File: src/hw/rtl/sph_pkg.sv
// Shared types and constants for the segment proximity hit test.
// No dependencies; sph_geom, sph_classify, sph_cmp, the top level and the testbench import it.
package sph_pkg;

  localparam int THR_BITS   = 8;
  localparam int THR2_BITS  = 2 * THR_BITS;
  localparam logic [THR_BITS-1:0] THR_RESET = 8'd5;

  // Which distance decides an item that does not sit on an endpoint.
  typedef enum logic [1:0] {
    REGION_START,
    REGION_END,
    REGION_PERP
  } region_e;

  // Per-item decision state handed from the classifier to the comparator.
  typedef struct packed {
    logic    coinc;   // probe sits exactly on an endpoint
    region_e region;
    logic    ep_cmp;  // squared endpoint distance below squared threshold
  } cls_t;

endpackage

File: src/hw/rtl/sph_cmp.sv
// Wide compare cross^2 < T^2 * |d|^2 via split partial products, plus output register.
// Depends on sph_pkg.
module sph_cmp import sph_pkg::*; #(
  parameter int COORD_BITS = 16
) (
  input  logic                    clk_i,
  input  logic                    rst_ni,
  input  logic                    valid_i,
  output logic                    ready_o,
  input  cls_t                    cls_i,
  input  logic [THR2_BITS-1:0]    thr2_i,
  input  logic [2*COORD_BITS+2:0] len2_i,
  input  logic [2*COORD_BITS+2:0] crm_i,
  output logic                    valid_o,
  input  logic                    ready_i,
  output logic                    hit_o
);

  localparam int S  = 2 * (COORD_BITS + 1) + 1;
  localparam int H  = (S + 1) / 2;
  localparam int HI = S - H;
  localparam int LW = 2 * S;

  logic en5, en6, en7;
  logic v5_q, v6_q, v7_q;
  cls_t cls5_q, cls6_q;

  logic [2*HI-1:0]         hh_q;
  logic [H+HI-1:0]         hl_q;
  logic [2*H-1:0]          ll_q;
  logic [THR2_BITS+HI-1:0] th_q;
  logic [THR2_BITS+H-1:0]  tl_q;
  logic [LW-1:0]           lhs_q, rhs_q;
  logic                    hit_d, hit_q;

  assign en7     = !v7_q || ready_i;
  assign en6     = !v6_q || en7;
  assign en5     = !v5_q || en6;
  assign ready_o = en5;
  assign valid_o = v7_q;

  always_comb begin
    unique case (cls6_q.region)
      REGION_PERP: hit_d = cls6_q.coinc || (lhs_q < rhs_q);
      default:     hit_d = cls6_q.coinc || cls6_q.ep_cmp;
    endcase
  end

  always_ff @(posedge clk_i or negedge rst_ni) begin
    if (!rst_ni) begin
      v5_q <= 1'b0;
      v6_q <= 1'b0;
      v7_q <= 1'b0;
    end else begin
      if (en5) v5_q <= valid_i;
      if (en6) v6_q <= v5_q;
      if (en7) v7_q <= v6_q;
    end
  end

  always_ff @(posedge clk_i) begin
    if (en5 && valid_i) begin
      hh_q   <= (2*HI)'(crm_i[S-1:H]) * (2*HI)'(crm_i[S-1:H]);
      hl_q   <= (H+HI)'(crm_i[S-1:H]) * (H+HI)'(crm_i[H-1:0]);
      ll_q   <= (2*H)'(crm_i[H-1:0]) * (2*H)'(crm_i[H-1:0]);
      th_q   <= (THR2_BITS+HI)'(thr2_i) * (THR2_BITS+HI)'(len2_i[S-1:H]);
      tl_q   <= (THR2_BITS+H)'(thr2_i) * (THR2_BITS+H)'(len2_i[H-1:0]);
      cls5_q <= cls_i;
    end
    if (en6 && v5_q) begin
      lhs_q  <= (LW'(hh_q) << (2 * H)) + (LW'(hl_q) << (H + 1)) + LW'(ll_q);
      rhs_q  <= (LW'(th_q) << H) + LW'(tl_q);
      cls6_q <= cls5_q;
    end
    if (en7 && v6_q) begin
      hit_q <= hit_d;
    end
  end

  assign hit_o = hit_q;

endmodule

File: config.mk
export PLATFORM = sky130hd
export DESIGN_NAME = sph_cmp
export DESIGN_NICKNAME = d
export VERILOG_FILES = /design/src/hw/rtl/sph_pkg.sv /design/src/hw/rtl/sph_cmp.sv
export SDC_FILE = /design/constraint.sdc
export NUM_CORES = 2
export LEC_CHECK = 0
export ABC_AREA = 1
export BUFFER_PORTS_ARGS = -buffer_cell sky130_fd_sc_hd__clkbuf_2
export CORE_MARGIN = 2
export CORE_UTILIZATION = 30
export DETAILED_ROUTE_END_ITERATION = 10
export PLACE_DENSITY_LB_ADDON = 0.08
export SYNTH_ARGS = -nofsm -noshare
export SYNTH_HDL_FRONTEND = slang
export SYNTH_SLANG_ARGS = --single-unit
File: constraint.sdc
create_clock -name clk_i -period 5.4 [get_ports clk_i]
set_clock_uncertainty 0.2 [all_clocks]
set_input_delay 0 -clock clk_i [delete_from_list [all_inputs] [get_ports clk_i]]
set_output_delay 0 -clock clk_i [all_outputs]
set_load 0.02 [all_outputs]
==> flow_results.org <==
** Synth
- Most frequent cell after synthesis :: inv_1
- The cell count after synthesis came out at approximately 8200.
- Area share of the largest cell type after synthesis :: around a third
- The number of nets in the synthesized netlist is 9968.
- Count of flip-flops with a built-in enable after synthesis :: 300
- Leading cell types by total area after synthesis :: fa_1 (34%), edfxtp_1 (14%), inv_1 (13%), nand2_1 (13%), ha_1 (13%)
- Averaged over all synthesized cells, the footprint is ~7.9 um^2.
- During synthesis, Yosys emitted a total of 0 warnings.
- The synthesized design contains ~300 register bits.
- For this run, asynchronously set or reset flops after synthesis account for less than 1%.
- In this run the cell area of the synthesized design comes to about 64000 um^2.
- Share of synthesized area occupied by flip-flops and latches :: between 10% and 20%
- Primary FF master, synth :: edfxtp_1
- Ranked by instance count, the synthesized netlist is headed by inv_1 (2285), nand2_1 (2206), fa_1 (1078), ha_1 (642), nor2_1 (313).
- Unique masters post-synth :: between 40 and 50
- The synthesized design spends more area on one cell type than any other, namely fa_1.

** GRT
- The global routing stage identified its most utilized layer as met2.
- Wire length of the first global-routing pass :: between 300000 and 400000 um
- For this run the aggregate overflow at the end of global routing stands at 0.
- Global routing consumed, on the met3 layer, ~1.7% of the routing resources.
- Met2 usage in global routing :: between 30% and 40%
- Pin count of the biggest net entering global routing :: roughly 100
- Global routing consumed, on the met1 layer, 24.5% of the routing resources.
- Overall track demand over capacity in global routing :: a little under a fifth
- Antenna violations before repair :: 6
- The via count of the first global-routing pass is around 55000.

** Worst setup path
- Data on the critical path arrives at its endpoint at around 5.3 ns.
- Crit. End Element :: flip-flop
- Along the worst path, the maximum fanout reaches 10.
- STA puts the critical path data required time at approximately 5.5 ns.
- The worst setup path is of the in2reg kind.
- Sort of element at the start of the critical path :: input pin

** Run
- Total of max-cap violations :: 0

** Timing
- Crit path time final :: 5.18 ns
- The count of endpoints failing hold in the final timing report was 0.
- The number of pins exceeding their max-slew limit in the final report came to 0.
- The worst path meets setup with around 0.22 ns of slack.
- Number of setup violations in the final report :: 0
- Max Fclk :: slightly below 0.2 GHz
- Slew at the pin with the worst max-slew slack :: about 0.78 ns
- The final critical path takes up between 90% and 100% of the cycle.
- In this run the tightest slew margin relative to its limit is a little under half.
- Setup repair after global routing could not meet its margin everywhere.

** Clocking
- Number of H-tree levels :: 2
- The later pin in the worst-skew pair is clocked with a latency of between 0.5 and 0.6 ns.
- Clock buffers created by TritonCTS :: 40
- Clock tree root buffer cell :: clkbuf_16
- After clock tree synthesis, the clock-pin slew on the worst setup and hold paths is roughly 0.06 ns.
- Counting along the longest clock path gives a buffer depth of 3.
- Clock tree synthesis found a total of about 300 sinks.
- TritonCTS built the clock tree.

** Min path
- The path class of the tightest hold or removal check is in2reg.

** Floorplan
- Area of the core :: about 210000 um^2
- Height of the die :: 467 um
- The die covers around 220000 um^2.
- Number of core rows :: roughly 170
- During I/O placement, the number of pins put on the boundary was a little under 100.
- From left edge to right edge, the die measures between 400 and 500 um.
- For this configuration, the core starts out at a cell density of 30.2%.

** Cells and area
- Relative to the synthesized area, the layout overhead comes to 17.0%.
- Area taken by flip-flops and latches :: 9080 um^2
- Layout fillers :: roughly 23000
- Multi-input gate area in the final layout :: 45500 um^2
- For this run, the post-layout net count is approximately 11000.
- Share of cells above drive strength 1 :: between 10 and 15%

** Run status
- Result of the run :: finished clean

** Placed design
- OpenSTA, run right after detailed placement, puts the worst setup slack at -0.489 ns.
- Total half-perimeter wirelength after legalization and detailed placement :: approximately 170000 um
- The congestion estimate from routability-driven global placement came to around 0.9.
- Port-buffer cells :: 96

** Route
- Via density :: around 4.4
- Detailed-routing iteration count for the pre-antenna-repair pass :: 6
- Post-detailed-route count of antenna-violating nets :: 0
- The detailed router placed about 50000 vias in this run.
- WL final :: around 190000 um
- After the first detailed-routing iteration, the DRC count stood at between 2000 and 3000.
- Routed wire per std cell :: approximately 17 um
- After detailed routing, the number of remaining DRC violations is 0.
## metrics by stage
| stage | util (%) | TNS (ns) | instance area [um^2] | std cells | hold WS [ns] |
|---|---|---|---|---|---|
| 5_1_grt | 35.4 | -0.0213 | 75100 | 11586 | 0.0426 |
| 6_report | 35.4 | 0 | 75100 | 11587 | 0.0429 |
| 4_1_cts | 35.3 | 0 | 75000 | 11585 | 0.00439 |
| 3_5_place_dp | 34.6 | -18.20 | 73600 | 11498 | -0.398 |
| 2_1_floorplan | - | 0 | 64200 | 8154 | -0.496 |
| 3_3_place_gp | 34.6 | -20.04 | 73600 | 11498 | -0.399 |
## layout by cell type, fill, tap and decap left out, types with 4 or more instances in the layout
cell	count
a21o_1	18
a21oi_1	235
a21oi_2	15
and2_1	7
buf_12	87
buf_4	619
clkbuf_1	5
clkbuf_16	40
clkbuf_2	96
clkinv_1	7
clkinvlp_4	6
dlygate4sd3_1	17
edfxtp_1	300
fa_1	1077
ha_1	641
inv_1	2282
inv_2	21
inv_6	5
nand2_1	2206
nand2_2	31
nand3_1	194
nand3_2	5
nand3b_1	11
nand4_1	73
nor2_1	311
nor2_2	25
nor3_1	48
nor3_2	14
nor4_1	7
o21a_1	14
o21ai_0	100
o21ai_1	14
o21ai_2	4
o21bai_1	15
or2_2	5
xnor2_1	40
xor2_1	131
## cell families (layout without fill, tap and decap cells)
family          after synthesis  after routing  share of synthesized area, %
other cells                   0              1                             0
xor+xnor                    171            171                          2.33
compound gates              422            422                          3.54
flops                       303            303                          14.1
simple gates               2954           2954                          18.7
fa+ha+maj                  1720           1720                          46.1
buf+inv                    2584           3195                          15.1
## flip-flops by register name (all words and copies together), names as in the netlist
register,flops
hit_o,1
hl_q,35
ll_q,35
v6_q,1
rhs_q,52
cls6_q,4
cls5_q,4
hh_q,33
valid_o,1
tl_q,34
lhs_q,69
v5_q,1
th_q,33
## final timing paths
kind / endpoint / slack (ns) / from / cells past startpoint
worst min-delay path: hl_q[0]$_DFFE_PP_ / 0.04 / crm_i[0] / 5
worst max register to register: lhs_q[37]$_DFFE_PP_ / 2.50 / ll_q[25]$_DFFE_PP_ / 8
min in group asynchronous: valid_o$_DFFE_PN0P_ / 0.11 / rst_ni / 3
max in group asynchronous: v5_q$_DFFE_PN0N_ / 4.74 / rst_ni / 3
worst min register to register: rhs_q[6]$_DFFE_PP_ / 0.21 / tl_q[6]$_DFFE_PP_ / 0
worst max-delay path: tl_q[33]$_DFFE_PP_ / 0.22 / thr2_i[4] / 24
## worst max-delay path, stage by stage
cell,delay (ns)
clkbuf_2,0.10
buf_12,0.15
buf_12,0.15
nand2_1,0.05
inv_1,0.06
fa_1,0.53
inv_1,0.05
fa_1,0.49
fa_1,0.52
inv_1,0.06
fa_1,0.52
fa_1,0.53
inv_1,0.05
fa_1,0.48
inv_1,0.04
ha_1,0.40
buf_4,0.15
nand2_2,0.07
o21ai_0,0.34
a21oi_1,0.07
nand2_1,0.17
nand2_1,0.12
nand3b_1,0.11
nand2_1,0.07
## per-layer routing
| metal | wire, um | part of all wire (%) | vias up |
|---|---|---|---|
| li1 | - | - | 25012 |
| met2 | 93400 | 48 | 803 |
| met3 | 6910 | 3.6 | 164 |
| met4 | 4640 | 2.4 | 6 |
| met5 | 42 | 0.022 | - |
| met1 | 88400 | 46 | 24627 |
## area by class of cell
cell class / instances / area share, %
multi-input combinational: 5267 / 60.6
sequential: 303 / 12.1
inverter: 2306 / 11.5
timing repair buffer: 819 / 9.37
tap: 2821 / 4.70
clock buffer: 45 / 1.36
clock inverter: 25 / 0.340
antenna: 1 / 0.00333
## what timing repair did
action                                  in CTS  in global routing
setup buffers                                0                  1
gates resized for setup                      0                 28
endpoints found under the setup margin       0                 27
endpoints found under the hold margin       66                  0
hold buffers                                17                  0
Power is left out: the tool's default activity adds up to more than one toggle a clock period on the data nets, which glitch-free logic cannot reach.
