<file path="src/hw/rtl/sph_pkg.sv">
// Shared types and constants for the segment proximity hit test.
// No dependencies; sph_geom, sph_classify, sph_cmp, the top level and the testbench import it.
package sph_pkg;

  localparam int THR_BITS   = 8;
  localparam int THR2_BITS  = 2 * THR_BITS;
  localparam logic [THR_BITS-1:0] THR_RESET = 8'd5;

  // Which distance decides an item that does not sit on an endpoint.
  typedef enum logic [1:0] {
    REGION_START,
    REGION_END,
    REGION_PERP
  } region_e;

  // Per-item decision state handed from the classifier to the comparator.
  typedef struct packed {
    logic    coinc;   // probe sits exactly on an endpoint
    region_e region;
    logic    ep_cmp;  // squared endpoint distance below squared threshold
  } cls_t;

endpackage

</file>
<file path="src/hw/rtl/sph_classify.sv">
// Region classifier: picks endpoint or perpendicular case, endpoint compare, |cross|.
// Depends on sph_pkg.
module sph_classify import sph_pkg::*; #(
  parameter int COORD_BITS = 16
) (
  input  logic                           clk_i,
  input  logic                           rst_ni,
  input  logic                           valid_i,
  output logic                           ready_o,
  input  logic                           coinc_i,
  input  logic [THR2_BITS-1:0]           thr2_i,
  input  logic signed [2*COORD_BITS+2:0] va2_i,
  input  logic signed [2*COORD_BITS+2:0] wb2_i,
  input  logic signed [2*COORD_BITS+2:0] len2_i,
  input  logic signed [2*COORD_BITS+2:0] t_i,
  input  logic signed [2*COORD_BITS+2:0] cr_i,
  output logic                           valid_o,
  input  logic                           ready_i,
  output cls_t                           cls_o,
  output logic [THR2_BITS-1:0]           thr2_o,
  output logic [2*COORD_BITS+2:0]        len2_o,
  output logic [2*COORD_BITS+2:0]        crm_o
);

  localparam int S = 2 * (COORD_BITS + 1) + 1;

  logic en;
  logic v_q;
  logic near, far;
  logic start_lt, end_lt;
  cls_t cls_d, cls_q;
  logic [S-1:0] crm_d, crm_q, len2_q;
  logic [THR2_BITS-1:0] thr2_q;

  assign en      = !v_q || ready_i;
  assign ready_o = en;
  assign valid_o = v_q;

  // Squares are never negative, so unsigned compares are exact.
  assign near     = (len2_i == '0) || (t_i <= $signed(S'(0)));
  assign far      = (t_i >= len2_i);
  assign start_lt = $unsigned(va2_i) < S'(thr2_i);
  assign end_lt   = $unsigned(wb2_i) < S'(thr2_i);
  assign crm_d    = cr_i[S-1] ? $unsigned(-cr_i) : $unsigned(cr_i);

  always_comb begin
    cls_d.coinc = coinc_i;
    if (near) begin
      cls_d.region = REGION_START;
      cls_d.ep_cmp = start_lt;
    end else if (far) begin
      cls_d.region = REGION_END;
      cls_d.ep_cmp = end_lt;
    end else begin
      cls_d.region = REGION_PERP;
      cls_d.ep_cmp = 1'b0;
    end
  end

  always_ff @(posedge clk_i or negedge rst_ni) begin
    if (!rst_ni) begin
      v_q <= 1'b0;
    end else if (en) begin
      v_q <= valid_i;
    end
  end

  always_ff @(posedge clk_i) begin
    if (en && valid_i) begin
      cls_q  <= cls_d;
      crm_q  <= crm_d;
      len2_q <= $unsigned(len2_i);
      thr2_q <= thr2_i;
    end
  end

  assign cls_o  = cls_q;
  assign crm_o  = crm_q;
  assign len2_o = len2_q;
  assign thr2_o = thr2_q;

endmodule

</file>
<file path="config.mk">
export PLATFORM = sky130hd
export DESIGN_NAME = sph_classify
export DESIGN_NICKNAME = d
export VERILOG_FILES = /design/src/hw/rtl/sph_pkg.sv /design/src/hw/rtl/sph_classify.sv
export SDC_FILE = /design/constraint.sdc
export NUM_CORES = 1
export LEC_CHECK = 0
export BUFFER_PORTS_ARGS = -buffer_cell sky130_fd_sc_hd__buf_2
export CELL_PAD_IN_SITES_DETAIL_PLACEMENT = 0
export CELL_PAD_IN_SITES_GLOBAL_PLACEMENT = 2
export CORE_MARGIN = 2
export CORE_UTILIZATION = 27
export DETAILED_ROUTE_END_ITERATION = 8
export PLACE_DENSITY = 0.91
export SETUP_SLACK_MARGIN = 0.02
export SYNTH_ARGS = -nofsm -noshare
export SYNTH_HDL_FRONTEND = slang
export SYNTH_SLANG_ARGS = --single-unit
</file>
<file path="constraint.sdc">
create_clock -name clk_i -period 3.9 [get_ports clk_i]
set_input_delay 0.39 -clock clk_i [delete_from_list [all_inputs] [get_ports clk_i]]
set_output_delay 0.39 -clock clk_i [all_outputs]
set_load 0.005 [all_outputs]
</file>
==> flow_summary.html, run 1 <==
<table>
<tr><th>Metric</th><th>Value</th></tr>
<tr><th colspan="2">Synthesis</th></tr>
<tr><td>Distinct cells, synth</td><td>38</td></tr>
<tr><td>Top cell types by occurrence after synthesis</td><td>edfxtp_1, ha_1, inv_1, nor4_1, a21oi_1</td></tr>
<tr><td>Synthesized area per cell</td><td>11.7 um2</td></tr>
<tr><td>Most frequent cell after synthesis</td><td>edfxtp_1</td></tr>
<tr><td>Predominant post-synthesis flop cell</td><td>edfxtp_1</td></tr>
<tr><td>Top cell type by total area after synthesis</td><td>edfxtp_1</td></tr>
<tr><td>Cell area after technology mapping</td><td>5290 um2</td></tr>
<tr><td>Ys async rst share</td><td>0.0110</td></tr>
<tr><td>Main area contributors after synthesis</td><td>edfxtp_1, ha_1, inv_1, xnor2_1, nor4_1</td></tr>
<tr><td>Count of synthesis-stage warnings from yosys</td><td>0</td></tr>
<tr><td>Sequential element share of the synthesized area</td><td>0.516</td></tr>
<tr><td>Share of Yosys cell area claimed by the top area cell type</td><td>0.511</td></tr>
<tr><td>Gate count of the mapped netlist</td><td>452</td></tr>
<tr><td>EDFF count, synth</td><td>90</td></tr>
<tr><td>Post-Syn Nets</td><td>between 700 and 800</td></tr>
<tr><td>Flip-flop and latch count after synthesis</td><td>91</td></tr>
<tr><th colspan="2">GRT</th></tr>
<tr><td>Maximum number of pins on one net before global-route repair</td><td>39</td></tr>
<tr><td>Global-route usage over all layers</td><td>0.144</td></tr>
<tr><td>First-pass GRT wire length</td><td>22.8 mm</td></tr>
<tr><td>Total grt overflow</td><td>0</td></tr>
<tr><td>Number of antenna violations at the first check in global routing</td><td>0</td></tr>
<tr><td>Via count of the first global-routing pass</td><td>4,438</td></tr>
<tr><th colspan="2">Placement</th></tr>
<tr><td>DP HPWL</td><td>13.3 mm</td></tr>
<tr><td>Worst slack at placement</td><td>approximately 0.43 ns</td></tr>
<tr><td>Routability congestion estimate from global placement</td><td>approximately 0.8</td></tr>
<tr><td>IO buf count</td><td>287</td></tr>
<tr><th colspan="2">Routing</th></tr>
<tr><td>Vias</td><td>4,585</td></tr>
<tr><td>Via-per-instance ratio</td><td>4.50</td></tr>
<tr><td>Antenna viol nets, final</td><td>0</td></tr>
<tr><td>Number of iterations in the first detailed-routing pass</td><td>4</td></tr>
<tr><td>Final wirelength</td><td>15.6 mm</td></tr>
<tr><td># DRC</td><td>0</td></tr>
<tr><td>DRT iter0 DRCs</td><td>183</td></tr>
<tr><td>Routed length per instance</td><td>15.3 um</td></tr>
<tr><th colspan="2">Floorplan</th></tr>
<tr><td>I/O pin count</td><td>288</td></tr>
<tr><td>CORE AREA</td><td>a little under 20,000 um2</td></tr>
<tr><td>Overall die area</td><td>20,700 um2</td></tr>
<tr><td>Num rows</td><td>51</td></tr>
<tr><td>Initial core utilization</td><td>0.274</td></tr>
<tr><td>Die H</td><td>about 140 um</td></tr>
<tr><td>Die Span X</td><td>144 um</td></tr>
<tr><th colspan="2">Clocking</th></tr>
<tr><td>Count of hold-fix buffers inserted at cts</td><td>1</td></tr>
<tr><td>Worst skew pair latency</td><td>around 0.35 ns</td></tr>
<tr><td>Number of resized instances in the post-cts repair step</td><td>0</td></tr>
<tr><td>CTS H-tree depth</td><td>3</td></tr>
<tr><td>Number of buffers created by CTS</td><td>9</td></tr>
<tr><td>Root cell of the clock tree</td><td>clkbuf_16</td></tr>
<tr><td>Maximum buffer depth of the clock tree</td><td>2</td></tr>
<tr><td>Clock tree from TritonCTS</td><td>yes</td></tr>
<tr><td>Setup fix buffers added after clock tree synthesis</td><td>0</td></tr>
<tr><td>Number of sinks on the clock net</td><td>91</td></tr>
<tr><td>Clock slew at the register clock pins of the worst setup and hold paths</td><td>~0.07 ns</td></tr>
<tr><th colspan="2">STA</th></tr>
<tr><td>Tmin final</td><td>3.11 ns</td></tr>
<tr><td>Period utilization</td><td>0.797</td></tr>
<tr><td>Worst-case setup margin in the final layout</td><td>0.793 ns</td></tr>
<tr><td>Setup Skew</td><td>0.00721 ns</td></tr>
<tr><td>Final sum of negative setup slack</td><td>0 ns</td></tr>
<tr><td>RSZ-0062 raised after global routing</td><td>no</td></tr>
<tr><td>Final setup fails</td><td>0</td></tr>
<tr><td>Headroom to the max-slew limit</td><td>0.593</td></tr>
<tr><td>Hold Vio Cnt, Final</td><td>0</td></tr>
<tr><td>Least-Margin Pin Slew</td><td>0.605 ns</td></tr>
<tr><td>Maximum achievable frequency</td><td>0.322 GHz</td></tr>
<tr><td>Max-slew violation count</td><td>0</td></tr>
<tr><th colspan="2">Power and ir drop</th></tr>
<tr><td>Power, Total</td><td>2460 uW</td></tr>
<tr><td>Static leakage</td><td>between 0.003 and 0.004 uW</td></tr>
<tr><td>Power density of the placed cells</td><td>334 nW/um2</td></tr>
<tr><td>Worst ir drop on vdd</td><td>about 0.00018 V</td></tr>
<tr><th colspan="2">Cells and area</th></tr>
<tr><td>Final nets</td><td>1,012</td></tr>
<tr><td>Count of inserted antenna diode cells</td><td>0</td></tr>
<tr><td>Synthesis-to-finish area growth</td><td>39.2%</td></tr>
<tr><td>Ratio of cells with drive above 1 in the final layout</td><td>0.416</td></tr>
<tr><th colspan="2">Hold path</th></tr>
<tr><td>Worst hold path type</td><td>in -&gt; reg</td></tr>
<tr><td>WHS Path Cells</td><td>1</td></tr>
<tr><th colspan="2">Setup path</th></tr>
<tr><td>Maximum fanout encountered on the critical timing path</td><td>5</td></tr>
<tr><td>Startpoint types</td><td>input pin</td></tr>
<tr><td>Required @ worst endpoint</td><td>about 4.0 ns</td></tr>
<tr><td>Reg2Reg Setup Slack</td><td>2.24 ns</td></tr>
<tr><td>Register-to-Register Path Depth</td><td>3</td></tr>
<tr><td>Path type of the worst setup path</td><td>in -&gt; reg</td></tr>
<tr><td>Signal arrival time at the worst endpoint</td><td>3.20 ns</td></tr>
<tr><td>Worst setup EP type</td><td>flip-flop</td></tr>
<tr><th colspan="2">Status</th></tr>
<tr><td>Outcome</td><td>completed</td></tr>
<tr><th colspan="2">Run</th></tr>
<tr><td>Max-capacitance violation count</td><td>0</td></tr>
</table>
[critical path: stages]
cell and delay, ns:
buf_2 0.12, or4_4 0.55, or4_4 0.45, or4_4 0.55, or4_4 0.45, or3_4 0.42, o31ai_4 0.18, xnor2_1 0.08
[metal layers]
metal	part of all wire	GRT usage
met1	0.45	0.189
met2	0.47	0.237
met3	0.074	0.0377
met4	0.0088	0.0341
met5	0	0
[power by group]
group | total, uW | internal (uW) | switching, uW
logic | 450 | 210 | 239
clock network | 846 | 443 | 404
registers | 1160 | 1150 | 12.3
[cells in the final DEF, fill, tap and decap left out, types with 2 or more instances in the layout]
| master | count |
|---|---|
| inv_1 | 57 |
| nor2_1 | 5 |
| ha_1 | 66 |
| nor3_1 | 4 |
| o41ai_1 | 6 |
| and3_1 | 2 |
| nand3_1 | 11 |
| nand2b_1 | 8 |
| or4_4 | 4 |
| o21ai_1 | 2 |
| inv_6 | 3 |
| a211oi_1 | 3 |
| xnor2_1 | 24 |
| nor4_1 | 26 |
| or3_1 | 5 |
| buf_2 | 287 |
| a221oi_1 | 2 |
| o21ai_0 | 22 |
| a21o_1 | 11 |
| nand4_1 | 13 |
| edfxtp_1 | 90 |
| clkinvlp_4 | 2 |
| a21oi_1 | 25 |
| buf_4 | 3 |
| nand2_1 | 23 |
| or4_1 | 8 |
| clkbuf_16 | 9 |
| o211ai_1 | 2 |
| o31ai_1 | 8 |
| xor2_1 | 8 |
[metrics by stage]
step           utilization  cells  hold slack [ns]  cell area [um2]
2_1_floorplan            -    452           0.0944             5290
3_3_place_gp         0.365   1003            0.168             7070
3_5_place_dp         0.365   1003            0.168             7070
4_1_cts              0.381   1020            0.196             7360
5_1_grt              0.381   1020            0.195             7360
6_report             0.381   1020            0.221             7360
[area by class of cell]
class	instances	area, um2
well taps	265	332
inverters	57	214
clock buffers	9	225
multi-input cells	300	2330
repair buffers	291	1470
flip-flops and latches	91	2730
clock inverters	7	57.6
fillers	1991	12000
[registers in the layout, summed over array words and instances (netlist names)]
signal,cells
len2_o,35
thr2_o,16
cls_o,4
crm_o,35
valid_o,1
[cells by family (layout without fill, tap and decap cells)]
family | Yosys count | count (layout) | share of synthesized area
AO/OA/AOI/OAI | 87 | 87 | 0.105
XOR/XNOR | 32 | 32 | 0.0530
adder cells (fa/ha/maj) | 66 | 66 | 0.156
buffers and inverters | 61 | 364 | 0.0433
flip-flops | 91 | 91 | 0.516
AND/OR/NAND/NOR | 115 | 115 | 0.127
[worst paths after layout]
path / startpoint / end
max reg2reg: valid_o / thr2_o[4]
max: cr_i[6] / crm_o[28]
min: coinc_i / cls_o[3]
min reg2reg: valid_o / valid_o
max in group asynchronous: rst_ni / valid_o
min in group asynchronous: rst_ni / valid_o
Power figures use the tool's default switching activity.
==> run 2, diff against run 1 <==
CORE_UTILIZATION = 24   (was 27)
PLACE_DENSITY = 0.86   (was 0.91)
clock period = 2.5 ns   (was 3.9 ns; I/O delays follow)
==> flow_summary.html, run 2 (synthesized netlist as in run 1, its figures left out) <==
<table>
<tr><th>Metric</th><th>Value</th></tr>
<tr><th colspan="2">Status</th></tr>
<tr><td>Outcome</td><td>finished, violations left</td></tr>
<tr><td>Violations in the final reports</td><td>negative setup slack</td></tr>
<tr><th colspan="2">Floorplan</th></tr>
<tr><td>I/O pin count</td><td>288</td></tr>
<tr><td>CORE AREA</td><td>21,800 um2</td></tr>
<tr><td>Num rows</td><td>54</td></tr>
<tr><td>Overall die area</td><td>23,200 um2</td></tr>
<tr><td>Die Span X</td><td>152 um</td></tr>
<tr><td>Initial core utilization</td><td>0.243</td></tr>
<tr><td>Die H</td><td>approximately 150 um</td></tr>
<tr><th colspan="2">GRT</th></tr>
<tr><td>Maximum number of pins on one net before global-route repair</td><td>between 40 and 50</td></tr>
<tr><td>Total grt overflow</td><td>0</td></tr>
<tr><td>Via count of the first global-routing pass</td><td>4,797</td></tr>
<tr><td>Global-route usage over all layers</td><td>0.141</td></tr>
<tr><td>First-pass GRT wire length</td><td>25.8 mm</td></tr>
<tr><td>Number of antenna violations at the first check in global routing</td><td>3</td></tr>
<tr><th colspan="2">Power and ir drop</th></tr>
<tr><td>Worst ir drop on vdd</td><td>between 0.0002 and 0.0003 V</td></tr>
<tr><td>Power density of the placed cells</td><td>499 nW/um2</td></tr>
<tr><td>Static leakage</td><td>about 0.0036 uW</td></tr>
<tr><td>Switching pwr</td><td>roughly 1000 uW</td></tr>
<tr><td>Design internal power</td><td>2850 uW</td></tr>
<tr><td>Part of the power in registers</td><td>0.469</td></tr>
<tr><td>Power share of the combinational group</td><td>0.197</td></tr>
<tr><td>Switching fraction of total power</td><td>0.265</td></tr>
<tr><td>Clock Power Share</td><td>0.334</td></tr>
<tr><td>Power, Total</td><td>3870 uW</td></tr>
<tr><th colspan="2">Cells and area</th></tr>
<tr><td>Final cell area excluding filler cells</td><td>around 7800 um2</td></tr>
<tr><td>Most common library cell in the layout ignoring fill and taps</td><td>buf_2</td></tr>
<tr><td>Final nets</td><td>1,055</td></tr>
<tr><td>Synthesis-to-finish area growth</td><td>46.6%</td></tr>
<tr><td>Commonest non-fill, non-tap cells in the layout</td><td>buf_2, edfxtp_1, ha_1</td></tr>
<tr><td>Non-Filler Instances</td><td>approximately 1,100</td></tr>
<tr><td>Ratio of cells with drive above 1 in the final layout</td><td>0.451</td></tr>
<tr><th colspan="2">Clocking</th></tr>
<tr><td>Clock tree from TritonCTS</td><td>yes</td></tr>
<tr><td>Number of sinks on the clock net</td><td>between 90 and 100</td></tr>
<tr><td>Worst skew pair latency</td><td>0.35 ns</td></tr>
<tr><td>Number of buffers created by CTS</td><td>9</td></tr>
<tr><td>CTS H-tree depth</td><td>3</td></tr>
<tr><td>Root cell of the clock tree</td><td>clkbuf_16</td></tr>
<tr><td>Maximum buffer depth of the clock tree</td><td>2</td></tr>
<tr><td>Clock slew at the register clock pins of the worst setup and hold paths</td><td>0.08 ns</td></tr>
<tr><th colspan="2">Setup path</th></tr>
<tr><td>Signal arrival time at the worst endpoint</td><td>approximately 3 ns</td></tr>
<tr><td>Cell mode on critical path</td><td>or4_4</td></tr>
<tr><td>Startpoint types</td><td>input pin</td></tr>
<tr><td>Worst setup EP type</td><td>flip-flop</td></tr>
<tr><td>Path type of the worst setup path</td><td>in -&gt; reg</td></tr>
<tr><td>Maximum fanout encountered on the critical timing path</td><td>5</td></tr>
<tr><td>Maximum cell stage delay along the critical path</td><td>0.53 ns</td></tr>
<tr><td>Cell with the largest stage delay on the worst path</td><td>or4_4</td></tr>
<tr><td>Cell Chain, Critical Path</td><td>buf_6, or4_4, or4_4, or4_4, or4_4, or3_4, o31ai_4, xnor2_1</td></tr>
<tr><td>Required @ worst endpoint</td><td>2.61 ns</td></tr>
<tr><th colspan="2">Routing</th></tr>
<tr><td>Final wirelength</td><td>about 17 mm</td></tr>
<tr><td>DRT iter0 DRCs</td><td>~180</td></tr>
<tr><td>Via-per-instance ratio</td><td>4.42</td></tr>
<tr><td>Antenna viol nets, final</td><td>0</td></tr>
<tr><td>Routed length per instance</td><td>15.6 um</td></tr>
<tr><td>Vias</td><td>approximately 4,800</td></tr>
<tr><td># DRC</td><td>0</td></tr>
<tr><td>Number of iterations in the first detailed-routing pass</td><td>4</td></tr>
<tr><th colspan="2">Placement</th></tr>
<tr><td>Placed Cells incl. Taps</td><td>1,058</td></tr>
<tr><td>Routability congestion estimate from global placement</td><td>about 0.85</td></tr>
<tr><td>Placed cell areas</td><td>7400 um2</td></tr>
<tr><td>IO buf count</td><td>roughly 290</td></tr>
<tr><td>DP HPWL</td><td>between 10 and 15 mm</td></tr>
<tr><th colspan="2">STA</th></tr>
<tr><td>Final setup fails</td><td>7</td></tr>
<tr><td>Worst-case setup margin in the final layout</td><td>-0.333 ns</td></tr>
<tr><td>Least-Margin Pin Slew</td><td>between 0.6 and 0.7 ns</td></tr>
<tr><td>Headroom to the max-slew limit</td><td>0.554</td></tr>
<tr><td>Final sum of negative setup slack</td><td>-1.70 ns</td></tr>
<tr><td>Setup Skew</td><td>around 0.014 ns</td></tr>
<tr><td>Hold Vio Cnt, Final</td><td>0</td></tr>
<tr><td>Maximum achievable frequency</td><td>0.353 GHz</td></tr>
<tr><td>RSZ-0062 raised after global routing</td><td>yes</td></tr>
<tr><td>Worst hold-check slack</td><td>0.0871 ns</td></tr>
<tr><td>Max-slew violation count</td><td>0</td></tr>
<tr><td>Tmin final</td><td>between 2 and 3 ns</td></tr>
<tr><td>Period utilization</td><td>1.13</td></tr>
<tr><th colspan="2">Run</th></tr>
<tr><td>Max-capacitance violation count</td><td>0</td></tr>
<tr><th colspan="2">Hold path</th></tr>
<tr><td>Worst hold path type</td><td>in -&gt; reg</td></tr>
</table>
[run 2: per-layer routing]
metal  global-route usage  share of wire  wire length [um]
met4               0.0525          0.028               468
met2                0.238           0.48              8010
met5                    0        0.00071                12
met3               0.0319          0.061              1020
met1                0.178           0.43              7310
[run 2: worst max-delay path, delay by kind of cell]
kind            cells  cell delay [ns]
compound gates      1             0.19
buf+inv             1             0.09
xor+xnor            1             0.08
simple gates        5             2.33
[run 2: power groups by stage]
stage	combinational, uW	sequential [uW]	clock, uW
6_report	763	1810	1290
5_1_grt	862	1820	1390
4_1_cts	772	1820	1350
3_5_place_dp	762	1850	0
3_3_place_gp	754	1850	0
2_1_floorplan	297	1870	0
[run 2: through the flow]
stage | util | setup WS (ns)
floorplan | - | -0.593
global placement | 0.340 | -0.740
detailed placement | 0.340 | -0.754
CTS | 0.355 | -0.306
global route | 0.356 | -0.382
finish | 0.356 | -0.333
[run 2: layout make-up]
type                       count  area (um2)
sequential                    91        2730
timing repair buffer         334        1820
clock buffer                  10         229
clock inverter                 6        40.0
tap                          280         350
multi-input combinational    300        2370
fill                        2239       14000
inverter                      57         214
antenna                        1        2.50
[run 2: path summary, 6_finish.rpt]
| check | cells past startpoint | startpoint | slack [ns] | endpoint |
|---|---|---|---|---|
| max in group asynchronous | 2 | rst_ni | 2.21 | valid_o |
| worst max register to register | 3 | valid_o | 0.90 | cls_o[2] |
| worst min register to register | 2 | valid_o | 0.54 | valid_o |
| worst max-delay path | 8 | cr_i[6] | -0.33 | crm_o[28] |
| min in group asynchronous | 2 | rst_ni | 0.20 | valid_o |
| worst min-delay path | 1 | coinc_i | 0.09 | cls_o[3] |
[run 2: repair_timing]
| action | CTS | global route |
|---|---|---|
| hold buffers | 1 | 0 |
| pin swaps | 2 | 2 |
| endpoints found under the setup margin | 7 | 7 |
| buffers inserted | 1 | 2 |
| endpoints found under the hold margin | 1 | 0 |
| resized for setup | 6 | 3 |
